<file path="src/hdl/kbd_pkg.sv">
// kbd_pkg: shared types, command codes, scancode constants and the set-1
// lookup tables for the scancode keyboard buffer.
// Depends on nothing; imported by the buffer top level.
package kbd_pkg;

  // ring geometry
  localparam int RING_DEPTH = 256;
  localparam int RING_AW    = $clog2(RING_DEPTH);
  localparam int CNT_W      = $clog2(RING_DEPTH + 1);

  typedef logic [RING_AW-1:0] ring_idx_t;
  typedef logic [CNT_W-1:0]   ring_cnt_t;

  // command codes
  localparam logic [1:0] CMD_SCAN  = 2'd0;
  localparam logic [1:0] CMD_READ  = 2'd1;
  localparam logic [1:0] CMD_QUERY = 2'd2;
  localparam logic [1:0] CMD_CLEAR = 2'd3;

  // special scancodes
  localparam logic [7:0] SC_NONE   = 8'h00;
  localparam logic [7:0] SC_LSHIFT = 8'h2A;
  localparam logic [7:0] SC_RSHIFT = 8'h36;
  localparam logic [7:0] SC_LSHIFT_BRK = 8'hAA;
  localparam logic [7:0] SC_RSHIFT_BRK = 8'hB6;
  localparam logic [7:0] SC_LCTRL  = 8'h1D;
  localparam logic [7:0] SC_CAPS   = 8'h3A;
  localparam logic [7:0] SC_UP     = 8'h48;
  localparam logic [7:0] SC_LEFT   = 8'h4B;
  localparam logic [7:0] SC_RIGHT  = 8'h4D;
  localparam logic [7:0] SC_DOWN   = 8'h50;

  // character constants
  localparam logic [7:0] CH_LOW_A = 8'h61;
  localparam logic [7:0] CH_LOW_Z = 8'h7A;
  localparam logic [7:0] CH_UP_A  = 8'h41;
  localparam logic [7:0] CH_UP_Z  = 8'h5A;
  localparam logic [7:0] CH_CASE  = 8'h20;
  localparam logic [7:0] CH_EMPTY = 8'hFF;

  // advance a ring index with wrap
  function automatic ring_idx_t ring_bump(input ring_idx_t i);
    ring_bump = (i == ring_idx_t'(RING_DEPTH - 1)) ? '0 : ring_idx_t'(i + 1'b1);
  endfunction

  // unshifted table, codes past the end give zero
  function automatic logic [7:0] kbd_lower(input logic [6:0] idx);
    case (idx)
      7'd1:  kbd_lower = 8'h1B;
      7'd2:  kbd_lower = 8'h31;
      7'd3:  kbd_lower = 8'h32;
      7'd4:  kbd_lower = 8'h33;
      7'd5:  kbd_lower = 8'h34;
      7'd6:  kbd_lower = 8'h35;
      7'd7:  kbd_lower = 8'h36;
      7'd8:  kbd_lower = 8'h37;
      7'd9:  kbd_lower = 8'h38;
      7'd10: kbd_lower = 8'h39;
      7'd11: kbd_lower = 8'h30;
      7'd12: kbd_lower = 8'h2D;
      7'd13: kbd_lower = 8'h3D;
      7'd14: kbd_lower = 8'h08;
      7'd15: kbd_lower = 8'h09;
      7'd16: kbd_lower = 8'h71;
      7'd17: kbd_lower = 8'h77;
      7'd18: kbd_lower = 8'h65;
      7'd19: kbd_lower = 8'h72;
      7'd20: kbd_lower = 8'h74;
      7'd21: kbd_lower = 8'h79;
      7'd22: kbd_lower = 8'h75;
      7'd23: kbd_lower = 8'h69;
      7'd24: kbd_lower = 8'h6F;
      7'd25: kbd_lower = 8'h70;
      7'd26: kbd_lower = 8'h5B;
      7'd27: kbd_lower = 8'h5D;
      7'd28: kbd_lower = 8'h0A;
      7'd30: kbd_lower = 8'h61;
      7'd31: kbd_lower = 8'h73;
      7'd32: kbd_lower = 8'h64;
      7'd33: kbd_lower = 8'h66;
      7'd34: kbd_lower = 8'h67;
      7'd35: kbd_lower = 8'h68;
      7'd36: kbd_lower = 8'h6A;
      7'd37: kbd_lower = 8'h6B;
      7'd38: kbd_lower = 8'h6C;
      7'd39: kbd_lower = 8'h3B;
      7'd40: kbd_lower = 8'h27;
      7'd41: kbd_lower = 8'h60;
      7'd43: kbd_lower = 8'h5C;
      7'd44: kbd_lower = 8'h7A;
      7'd45: kbd_lower = 8'h78;
      7'd46: kbd_lower = 8'h63;
      7'd47: kbd_lower = 8'h76;
      7'd48: kbd_lower = 8'h62;
      7'd49: kbd_lower = 8'h6E;
      7'd50: kbd_lower = 8'h6D;
      7'd51: kbd_lower = 8'h2C;
      7'd52: kbd_lower = 8'h2E;
      7'd53: kbd_lower = 8'h2F;
      7'd55: kbd_lower = 8'h2A;
      7'd57: kbd_lower = 8'h20;
      7'd72: kbd_lower = 8'd38;
      7'd74: kbd_lower = 8'h2D;
      7'd75: kbd_lower = 8'd37;
      7'd77: kbd_lower = 8'd39;
      7'd78: kbd_lower = 8'h2B;
      7'd80: kbd_lower = 8'd40;
      default: kbd_lower = 8'h00;
    endcase
  endfunction

  // shifted table, codes past the end give zero
  function automatic logic [7:0] kbd_upper(input logic [6:0] idx);
    case (idx)
      7'd1:  kbd_upper = 8'h1B;
      7'd2:  kbd_upper = 8'h21;
      7'd3:  kbd_upper = 8'h40;
      7'd4:  kbd_upper = 8'h23;
      7'd5:  kbd_upper = 8'h24;
      7'd6:  kbd_upper = 8'h25;
      7'd7:  kbd_upper = 8'h5E;
      7'd8:  kbd_upper = 8'h26;
      7'd9:  kbd_upper = 8'h2A;
      7'd10: kbd_upper = 8'h28;
      7'd11: kbd_upper = 8'h29;
      7'd12: kbd_upper = 8'h5F;
      7'd13: kbd_upper = 8'h2B;
      7'd14: kbd_upper = 8'h08;
      7'd15: kbd_upper = 8'h09;
      7'd16: kbd_upper = 8'h51;
      7'd17: kbd_upper = 8'h57;
      7'd18: kbd_upper = 8'h45;
      7'd19: kbd_upper = 8'h52;
      7'd20: kbd_upper = 8'h54;
      7'd21: kbd_upper = 8'h59;
      7'd22: kbd_upper = 8'h55;
      7'd23: kbd_upper = 8'h49;
      7'd24: kbd_upper = 8'h4F;
      7'd25: kbd_upper = 8'h50;
      7'd26: kbd_upper = 8'h7B;
      7'd27: kbd_upper = 8'h7D;
      7'd28: kbd_upper = 8'h0A;
      7'd30: kbd_upper = 8'h41;
      7'd31: kbd_upper = 8'h53;
      7'd32: kbd_upper = 8'h44;
      7'd33: kbd_upper = 8'h46;
      7'd34: kbd_upper = 8'h47;
      7'd35: kbd_upper = 8'h48;
      7'd36: kbd_upper = 8'h4A;
      7'd37: kbd_upper = 8'h4B;
      7'd38: kbd_upper = 8'h4C;
      7'd39: kbd_upper = 8'h3A;
      7'd40: kbd_upper = 8'h22;
      7'd41: kbd_upper = 8'h7E;
      7'd43: kbd_upper = 8'h7C;
      7'd44: kbd_upper = 8'h5A;
      7'd45: kbd_upper = 8'h58;
      7'd46: kbd_upper = 8'h43;
      7'd47: kbd_upper = 8'h56;
      7'd48: kbd_upper = 8'h42;
      7'd49: kbd_upper = 8'h4E;
      7'd50: kbd_upper = 8'h4D;
      7'd51: kbd_upper = 8'h3C;
      7'd52: kbd_upper = 8'h3E;
      7'd53: kbd_upper = 8'h3F;
      7'd55: kbd_upper = 8'h2A;
      7'd57: kbd_upper = 8'h20;
      7'd74: kbd_upper = 8'h2D;
      7'd78: kbd_upper = 8'h2B;
      default: kbd_upper = 8'h00;
    endcase
  endfunction

endpackage

</file>
<file path="src/hdl/kbd_ram.sv">
// kbd_ram: generic single-clock RAM, one write port and one read port
// with registered read data (old data on a same-address write).
// Depends on nothing.
module kbd_ram #(
  parameter int WIDTH = 8,
  parameter int DEPTH = 256,
  localparam int AW = (DEPTH > 1) ? $clog2(DEPTH) : 1
) (
  input  logic             clk,
  input  logic             we,
  input  logic [AW-1:0]    waddr,
  input  logic [WIDTH-1:0] wdata,
  input  logic [AW-1:0]    raddr,
  output logic [WIDTH-1:0] rdata
);

  logic [WIDTH-1:0] mem_r [DEPTH];

  // write port
  always_ff @(posedge clk) begin
    if (we) begin
      mem_r[waddr] <= wdata;
    end
  end

  // registered read port
  always_ff @(posedge clk) begin
    rdata <= mem_r[raddr];
  end

endmodule

</file>
<file path="src/hdl/scancode_to_ascii_keyboard_buffer.sv">
// scancode_to_ascii_keyboard_buffer: set-1 scancode decoder with a
// character ring, held-letter map and read/query/clear commands.
// Depends on kbd_pkg and kbd_ram.
//
//   channel | direction | handshake           | payload
//   --------+-----------+---------------------+-----------------------------
//   in      | input     | in_valid / in_stall   | cmd, scan_code, query_char
//   out     | output    | out_valid / out_stall | read_char, read_valid,
//           |           |                       | letter_held, snapshot,count
//
// One item per cycle sustained while out_stall is low; each item passes the
// input register and then the result register, which drives out_valid.
// The ring read address leads the registered RAM output: the next index when the
// held item moves on, else the current one, with a bypass for a same-cycle push.
// Reset is synchronous active low and clears control state, not ring or payload.
// A stalled result holds; the input register keeps taking items while it is empty.
module scancode_to_ascii_keyboard_buffer (
  input  logic                clk,
  input  logic                rst_n,
  input  logic                in_valid,
  output logic                in_stall,
  input  logic [1:0]          in_cmd,
  input  logic [7:0]          in_scan_code,
  input  logic [7:0]          in_query_char,
  output logic                out_valid,
  input  logic                out_stall,
  output logic [7:0]          out_read_char,
  output logic                out_read_valid,
  output logic                out_letter_held,
  output logic                out_snapshot_requested,
  output logic [8:0]          out_buffered_count
);
  import kbd_pkg::*;

  // input register
  logic       s1_v_r;
  logic [1:0] s1_cmd_r;
  logic [7:0] s1_sc_r;
  logic [7:0] s1_q_r;

  // keyboard and ring state
  logic        shift_r, shift_nxt;
  logic        caps_r, caps_nxt;
  logic        snap_r, snap_nxt;
  logic [25:0] held_r, held_nxt;
  ring_idx_t   rd_idx_r, rd_idx_nxt;
  ring_idx_t   wr_idx_r, wr_idx_nxt;
  ring_cnt_t   count_r, count_nxt;

  // ring read bypass
  logic        byp_hit_r;
  logic [7:0]  byp_data_r;

  // result register
  logic        out_v_r;
  logic [7:0]  rc_r, rc_nxt;
  logic        rv_r, rv_nxt;
  logic        lh_r, lh_nxt;

  // datapath
  logic        out_ok;
  logic        adv;
  logic        push;
  logic [7:0]  push_char;
  logic [7:0]  raw_low;
  logic [7:0]  raw_up;
  logic        is_letter;
  logic [4:0]  letter_idx;
  logic        use_upper;
  logic [7:0]  qc;
  logic [7:0]  ring_q;
  logic [7:0]  ring_char;
  ring_idx_t   ring_raddr;

  // pipeline control
  assign out_ok   = !out_v_r || !out_stall;
  assign adv      = rst_n && s1_v_r && out_ok;
  assign in_stall = s1_v_r && !out_ok;

  // table lookups and letter detection
  assign raw_low    = kbd_lower(s1_sc_r[6:0]);
  assign raw_up     = kbd_upper(s1_sc_r[6:0]);
  assign is_letter  = (raw_low >= CH_LOW_A) && (raw_low <= CH_LOW_Z);
  assign letter_idx = 5'(raw_low - CH_LOW_A);
  assign use_upper  = is_letter ? (shift_r ^ caps_r) : shift_r;
  assign ring_char  = byp_hit_r ? byp_data_r : ring_q;

  // command execution
  always_comb begin
    shift_nxt  = shift_r;
    caps_nxt   = caps_r;
    snap_nxt   = snap_r;
    held_nxt   = held_r;
    rd_idx_nxt = rd_idx_r;
    wr_idx_nxt = wr_idx_r;
    count_nxt  = count_r;
    rc_nxt     = 8'h00;
    rv_nxt     = 1'b0;
    lh_nxt     = 1'b0;
    push       = 1'b0;
    push_char  = use_upper ? raw_up : raw_low;
    qc         = s1_q_r;
    if ((s1_q_r >= CH_UP_A) && (s1_q_r <= CH_UP_Z)) begin
      qc = s1_q_r + CH_CASE;
    end

    unique case (s1_cmd_r)
      CMD_SCAN: begin
        case (s1_sc_r) inside
          SC_LSHIFT, SC_RSHIFT:         shift_nxt = 1'b1;
          SC_LSHIFT_BRK, SC_RSHIFT_BRK: shift_nxt = 1'b0;
          SC_LCTRL:                     snap_nxt  = 1'b1;
          SC_CAPS:                      caps_nxt  = !caps_r;
          SC_NONE, SC_UP, SC_DOWN, SC_LEFT, SC_RIGHT: begin
          end
          default: begin
            if (s1_sc_r[7]) begin
              // break code releases a letter
              if (is_letter) begin
                held_nxt[letter_idx] = 1'b0;
              end
            end else begin
              if (is_letter) begin
                held_nxt[letter_idx] = 1'b1;
              end
              push = 1'b1;
            end
          end
        endcase
        // push, dropping the oldest entry when full
        if (push) begin
          wr_idx_nxt = ring_bump(wr_idx_r);
          if (count_r == ring_cnt_t'(RING_DEPTH)) begin
            rd_idx_nxt = ring_bump(rd_idx_r);
          end else begin
            count_nxt = ring_cnt_t'(count_r + 1'b1);
          end
        end
      end
      CMD_READ: begin
        if (count_r == '0) begin
          rc_nxt = CH_EMPTY;
        end else begin
          rc_nxt     = ring_char;
          rv_nxt     = 1'b1;
          rd_idx_nxt = ring_bump(rd_idx_r);
          count_nxt  = ring_cnt_t'(count_r - 1'b1);
        end
      end
      CMD_QUERY: begin
        if ((qc >= CH_LOW_A) && (qc <= CH_LOW_Z)) begin
          lh_nxt = held_r[5'(qc - CH_LOW_A)];
        end
      end
      CMD_CLEAR: begin
        rd_idx_nxt = '0;
        wr_idx_nxt = '0;
        count_nxt  = '0;
      end
      default: begin
      end
    endcase
  end

  // ring read address runs ahead of the registered read, held while the item waits
  assign ring_raddr = adv ? rd_idx_nxt : rd_idx_r;

  kbd_ram #(
    .WIDTH (8),
    .DEPTH (RING_DEPTH)
  ) u_ring (
    .clk   (clk),
    .we    (adv && push),
    .waddr (wr_idx_r),
    .wdata (push_char),
    .raddr (ring_raddr),
    .rdata (ring_q)
  );

  // bypass when the character being read is written this cycle
  always_ff @(posedge clk) begin
    if (!rst_n) begin
      byp_hit_r <= 1'b0;
    end else begin
      byp_hit_r <= adv && push && (wr_idx_r == ring_raddr);
    end
    byp_data_r <= push_char;
  end

  // input register
  always_ff @(posedge clk) begin
    if (!rst_n) begin
      s1_v_r <= 1'b0;
    end else if (!s1_v_r || adv) begin
      s1_v_r <= in_valid;
    end
    if (in_valid && !in_stall) begin
      s1_cmd_r <= in_cmd;
      s1_sc_r  <= in_scan_code;
      s1_q_r   <= in_query_char;
    end
  end

  // state update
  always_ff @(posedge clk) begin
    if (!rst_n) begin
      shift_r  <= 1'b0;
      caps_r   <= 1'b0;
      snap_r   <= 1'b0;
      held_r   <= '0;
      rd_idx_r <= '0;
      wr_idx_r <= '0;
      count_r  <= '0;
    end else if (adv) begin
      shift_r  <= shift_nxt;
      caps_r   <= caps_nxt;
      snap_r   <= snap_nxt;
      held_r   <= held_nxt;
      rd_idx_r <= rd_idx_nxt;
      wr_idx_r <= wr_idx_nxt;
      count_r  <= count_nxt;
    end
  end

  // result register
  always_ff @(posedge clk) begin
    if (!rst_n) begin
      out_v_r <= 1'b0;
    end else if (adv) begin
      out_v_r <= 1'b1;
    end else if (!out_stall) begin
      out_v_r <= 1'b0;
    end
    if (adv) begin
      rc_r                   <= rc_nxt;
      rv_r                   <= rv_nxt;
      lh_r                   <= lh_nxt;
      out_snapshot_requested <= snap_nxt;
      out_buffered_count     <= 9'(count_nxt);
    end
  end

  assign out_valid       = out_v_r;
  assign out_read_char   = rc_r;
  assign out_read_valid  = rv_r;
  assign out_letter_held = lh_r;

`ifndef NO_ASSERTIONS
  // fill count never passes the ring depth
  a_count_range: assert property (@(posedge clk) disable iff (!rst_n)
    count_r <= ring_cnt_t'(RING_DEPTH))
    else $error("ring fill count above depth");

  // an empty or full ring has its indices aligned
  a_idx_align: assert property (@(posedge clk) disable iff (!rst_n)
    (count_r == '0 || count_r == ring_cnt_t'(RING_DEPTH)) |-> (rd_idx_r == wr_idx_r))
    else $error("ring indices out of step with fill count");

  // snapshot flag is sticky until reset
  a_snap_sticky: assert property (@(posedge clk) disable iff (!rst_n)
    snap_r |=> snap_r)
    else $error("snapshot flag dropped");

  // a popped character never coexists with a held-letter report
  a_out_excl: assert property (@(posedge clk) disable iff (!rst_n)
    (out_v_r && rv_r) |-> !lh_r)
    else $error("read and query results mixed");
`endif

endmodule
</file>
<file path="config.mk">
export PLATFORM = sky130hd
export DESIGN_NAME = scancode_to_ascii_keyboard_buffer
export DESIGN_NICKNAME = d
export VERILOG_FILES = /design/src/hdl/kbd_pkg.sv /design/src/hdl/kbd_ram.sv /design/src/hdl/scancode_to_ascii_keyboard_buffer.sv
export SDC_FILE = /design/constraint.sdc
export NUM_CORES = 2
export LEC_CHECK = 0
export ABC_AREA = 1
export ABC_CLOCK_PERIOD_IN_PS = 11330
export BUFFER_PORTS_ARGS = -buffer_cell sky130_fd_sc_hd__buf_2
export CAP_MARGIN = 15
export CORE_MARGIN = 8
export CORE_UTILIZATION = 50
export DETAILED_ROUTE_END_ITERATION = 10
export GPL_TIMING_DRIVEN = 0
export PLACE_DENSITY = 0.66
export SLEW_MARGIN = 20
export SYNTH_ARGS = -nofsm -noshare
export SYNTH_HDL_FRONTEND = slang
export SYNTH_SLANG_ARGS = --single-unit
export TNS_END_PERCENT = 30
</file>
<file path="constraint.sdc">
create_clock -name clk -period 11.33 [get_ports clk]
set_clock_uncertainty 0.1 [all_clocks]
set_input_delay 0.5665 -clock clk [delete_from_list [all_inputs] [get_ports clk]]
set_output_delay 0.5665 -clock clk [all_outputs]
set_load 0.02 [all_outputs]
</file>
==> flow_summary.yaml <==
critical_path:
  startpoint: "s1_sc_r[6]$_DFFE_PP_"
  arrival_ps: 6340
  critPathTopFamily: "simple AND/OR/NAND/NOR gates"
  path_class: "flop to flop"
  cp_slowest_cell: "nor3_1"
  cp-end-kind: "flop"
  timing.rr.start: "s1_sc_r[6]$_DFFE_PP_"
  required_ps: 11690
  path_max_fanout: 10
  cpMostUsedCell: "nor2_1"
  critPathBufInv: 4
  cpPeakStageDelay_ps: 980
  start_kind: "flop"
  crit_chain: "inv_1 > nor2_1 > nand2_1 > nor2_1 > nor2_1 > nand2_1 > nor2_1 > nand3_1 > inv_1 > nand2_1 > nor2_2 > inv_1 > nor3_1 > nand2_1 > buf_2 > nor2_1"
placed_design:
  dp.cells: 9486
  dp_hpwl_um: 213000
  gp_congestion: 1.01
  port_buffers: 42
  place_ws_ps: 5680
floorplanning:
  fp.coreArea_sq_mm: 0.162
  dieArea_sq_mm: 0.176
  die_x_um: 420
  initial_utilization: 0.502
  pin_count: 44
  fp.dieH_um: 420
  rows: 148
clocking:
  cts_buffers: 194
  ctsRootBufferMaster: "clkbuf_16"
  cts.htree.levels: 4
  clock_path_buffers: 3
  post_cts_buffers: 0
  clock_latency_ps: 880
  cts_tree: "done"
  cts.clk_slew.worst_paths_ps: 60
  ctsResizeCount: 0
  hold_buffers: 21
  clock_sinks: 1915
route:
  avgRoutedWirePerCell_um: 30.7
  wirelength_um: 304000
  drt-pass1-iter-count: 9
  vias: 64200
  drc: 0
  antenna_left: 0
  drt_iter0_markers: 11300
  via_per_inst: 6.49
layout:
  nFillCells: 13300
  drive_gt1_frac: 0.111
  area_growth_pct: 14.4
  nets: 7571
  multi_input_area_sq_mm: 0.0217
  seqCellArea_sq_mm: 0.0567
  stdcell_count: 9887
status:
  status: "finished clean"
sta:
  finalSetupViolCount: 0
  fin_ws_ps: 5340
  clock.fmax_mhz: 167
  timing.final.crit_share: 0.528
  max-slew-margin-rel: 0.108
  setup_tns_ps: 0
  worst_slew_pin_slew_ps: 1330
  min_period_ps: 5990
  rsz0062_at_grt: "false"
  slew_violations: 0
  fin_hold_ws_ps: 337
  finalHoldViolations: 0
global_routing:
  antenna_found_initial: 14
  grt_pass1_wl_um: 424000
  grt_max_degree: 116
  grt-ovfl-total: 0
  grt_pass1_vias: 59500
  grtUsageTotal: 0.334
logic_synthesis:
  syn_area_sq_mm: 0.0816
  ys_ff_latch: 1915
  synthDistinctLibCells: 55
  ys_seq_area_frac: 0.695
  synth.most_common_cell: "nand3_1"
  synthCells: 7192
  synth_top_area_share: 0.674
  syn-num-nets: 7235
  netlist_top_cells_area: "edfxtp_1 (67%), nand3_1 (17%), nand2_1 (5.2%), dfxtp_1 (2.1%), buf_2 (1.8%)"
  synth_top_area_cell: "edfxtp_1"
  synthFlopType: "edfxtp_1"
  synth_edf_count: 1830
  ys_warn_count: 0
  synth.avg_cell_area_sq_um: 11.3
  synthArstFlopShare: 0
  synthTopCellsByCount: "nand3_1 (2715), edfxtp_1 (1830), nand2_1 (1132)"
power:
  combPwrFrac: 0.108
  total_power_uw: 16200
  p_int_uw: 12100
  pwr-share-clk: 0.401
  seqPwrFrac: 0.491
  power.density_mw_per_mm2: 174
  p_sw_uw: 4140
  peakVddDrop_v: 0.000168
  p_sw_frac: 0.255
  p_leak_uw: 0.0326
hold_path:
  hp-class: "primary input to flop"
  hold_start: "in_query_char[1]"
job:
  max_cap_viol_count: 0
==> area by class of cell <==
class                   count  share of cell area
inverters                 158             0.00636
clock inverters           120              0.0133
plain buffers             550              0.0299
repair buffers            140              0.0259
diodes                     19            0.000510
flip-flops and latches   1915               0.607
clock buffers             241              0.0549
well taps                2175              0.0292
multi-input cells        4569               0.233
==> worst paths after layout <==
check	slack [ps]	depth (start not counted)	end
max reg2reg	5340	16	u_ring.mem_r[149][0]$_DFFE_PP_
min reg2reg	350	2	flop
min	340	2	s1_q_r[1]$_DFFE_PP_
max	5340	16	u_ring.mem_r[149][0]$_DFFE_PP_
==> layout by cell type, fill, tap and decap left out, types with 9 or more instances in the layout <==
| master | synthesis | final |
|---|---|---|
| diode_2 | 0 | 19 |
| a31oi_1 | 12 | 12 |
| bufinv_16 | 0 | 19 |
| o21ai_0 | 103 | 103 |
| o211ai_1 | 16 | 16 |
| nand4_1 | 11 | 11 |
| nor2_1 | 367 | 367 |
| edfxtp_1 | 1830 | 1830 |
| buf_4 | 69 | 73 |
| a211oi_1 | 9 | 9 |
| nor3_2 | 2 | 12 |
| clkbuf_16 | 0 | 196 |
| clkbuf_1 | 149 | 171 |
| buf_1 | 24 | 23 |
| buf_16 | 0 | 69 |
| a21oi_1 | 57 | 52 |
| ha_1 | 21 | 21 |
| nor3_1 | 28 | 18 |
| clkbuf_2 | 0 | 18 |
| buf_2 | 299 | 342 |
| clkinv_1 | 3 | 44 |
| clkinv_2 | 0 | 37 |
| dfxtp_1 | 85 | 85 |
| buf_6 | 9 | 9 |
| xor2_1 | 12 | 12 |
| inv_1 | 143 | 143 |
| inv_2 | 12 | 12 |
| dlygate4sd3_1 | 0 | 21 |
| nand2_1 | 1132 | 1132 |
| nand3_1 | 2715 | 2715 |
==> power by group through the flow <==
| stage | Combinational, uW | Sequential [uW] | Clock (uW) |
|---|---|---|---|
| after global placement | 1430 | 8400 | 0 |
| final | 1750 | 7980 | 6500 |
| after global routing | 1810 | 7980 | 6750 |
| after CTS | 1690 | 7980 | 6480 |
| after detailed placement | 1680 | 8130 | 0 |
| after floorplan | 808 | 8230 | 0 |
==> flip-flops by register name, indices dropped and copies added (netlist names), 2 cells and up, named ones only <==
| register | count |
|---|---|
| count_r | 9 |
| raw_up | 7 |
| u_ring.mem_r | 1792 |
| out_buffered_count | 9 |
| u_ring.rdata | 7 |
| raw_low | 7 |
| wr_idx_r | 8 |
| s1_q_r | 8 |
| out_read_char | 8 |
| s1_sc_r | 8 |
| rd_idx_r | 8 |
| s1_cmd_r | 2 |
| byp_data_r | 7 |
==> cells by family (layout without fill, tap and decap cells) <==
family                   count (synthesis)  after routing  synth area share
AO/OA/AOI/OAI                          245            245            0.0177
XOR/XNOR                                13             13           0.00140
adder cells (fa/ha/maj)                 21             21           0.00322
buffers and inverters                  708           1209            0.0412
flip-flops                            1915           1915             0.695
multiplexers                             2              2          0.000276
other                                    0             19                 0
AND/OR/NAND/NOR                       4288           4288             0.242
==> worst reg2reg max path: stages (launching register included) <==
cell and delay, ps:
edfxtp_1 410, inv_1 140, nor2_1 70, nand2_1 100, nor2_1 60, nor2_1 110, nand2_1 60, nor2_1 130
nand3_1 240, inv_1 200, nand2_1 130, nor2_2 610, inv_1 330, nor3_1 980, nand2_1 590, buf_2 390
nor2_1 940
==> metal layers <==
layer	track usage	routed length [um]
met3	0.0971	42200
met1	0.435	108000
met2	0.494	130000
met4	0.205	22700
met5	0	54
==> stage by stage <==
step	util	instance area (sq um)
2_1_floorplan	-	81600
3_3_place_gp	0.520	84500
3_5_place_dp	0.534	86600
4_1_cts	0.574	93200
5_1_grt	0.574	93200
6_report	0.574	93300
Note: power is estimated with default switching activity, not from simulation.
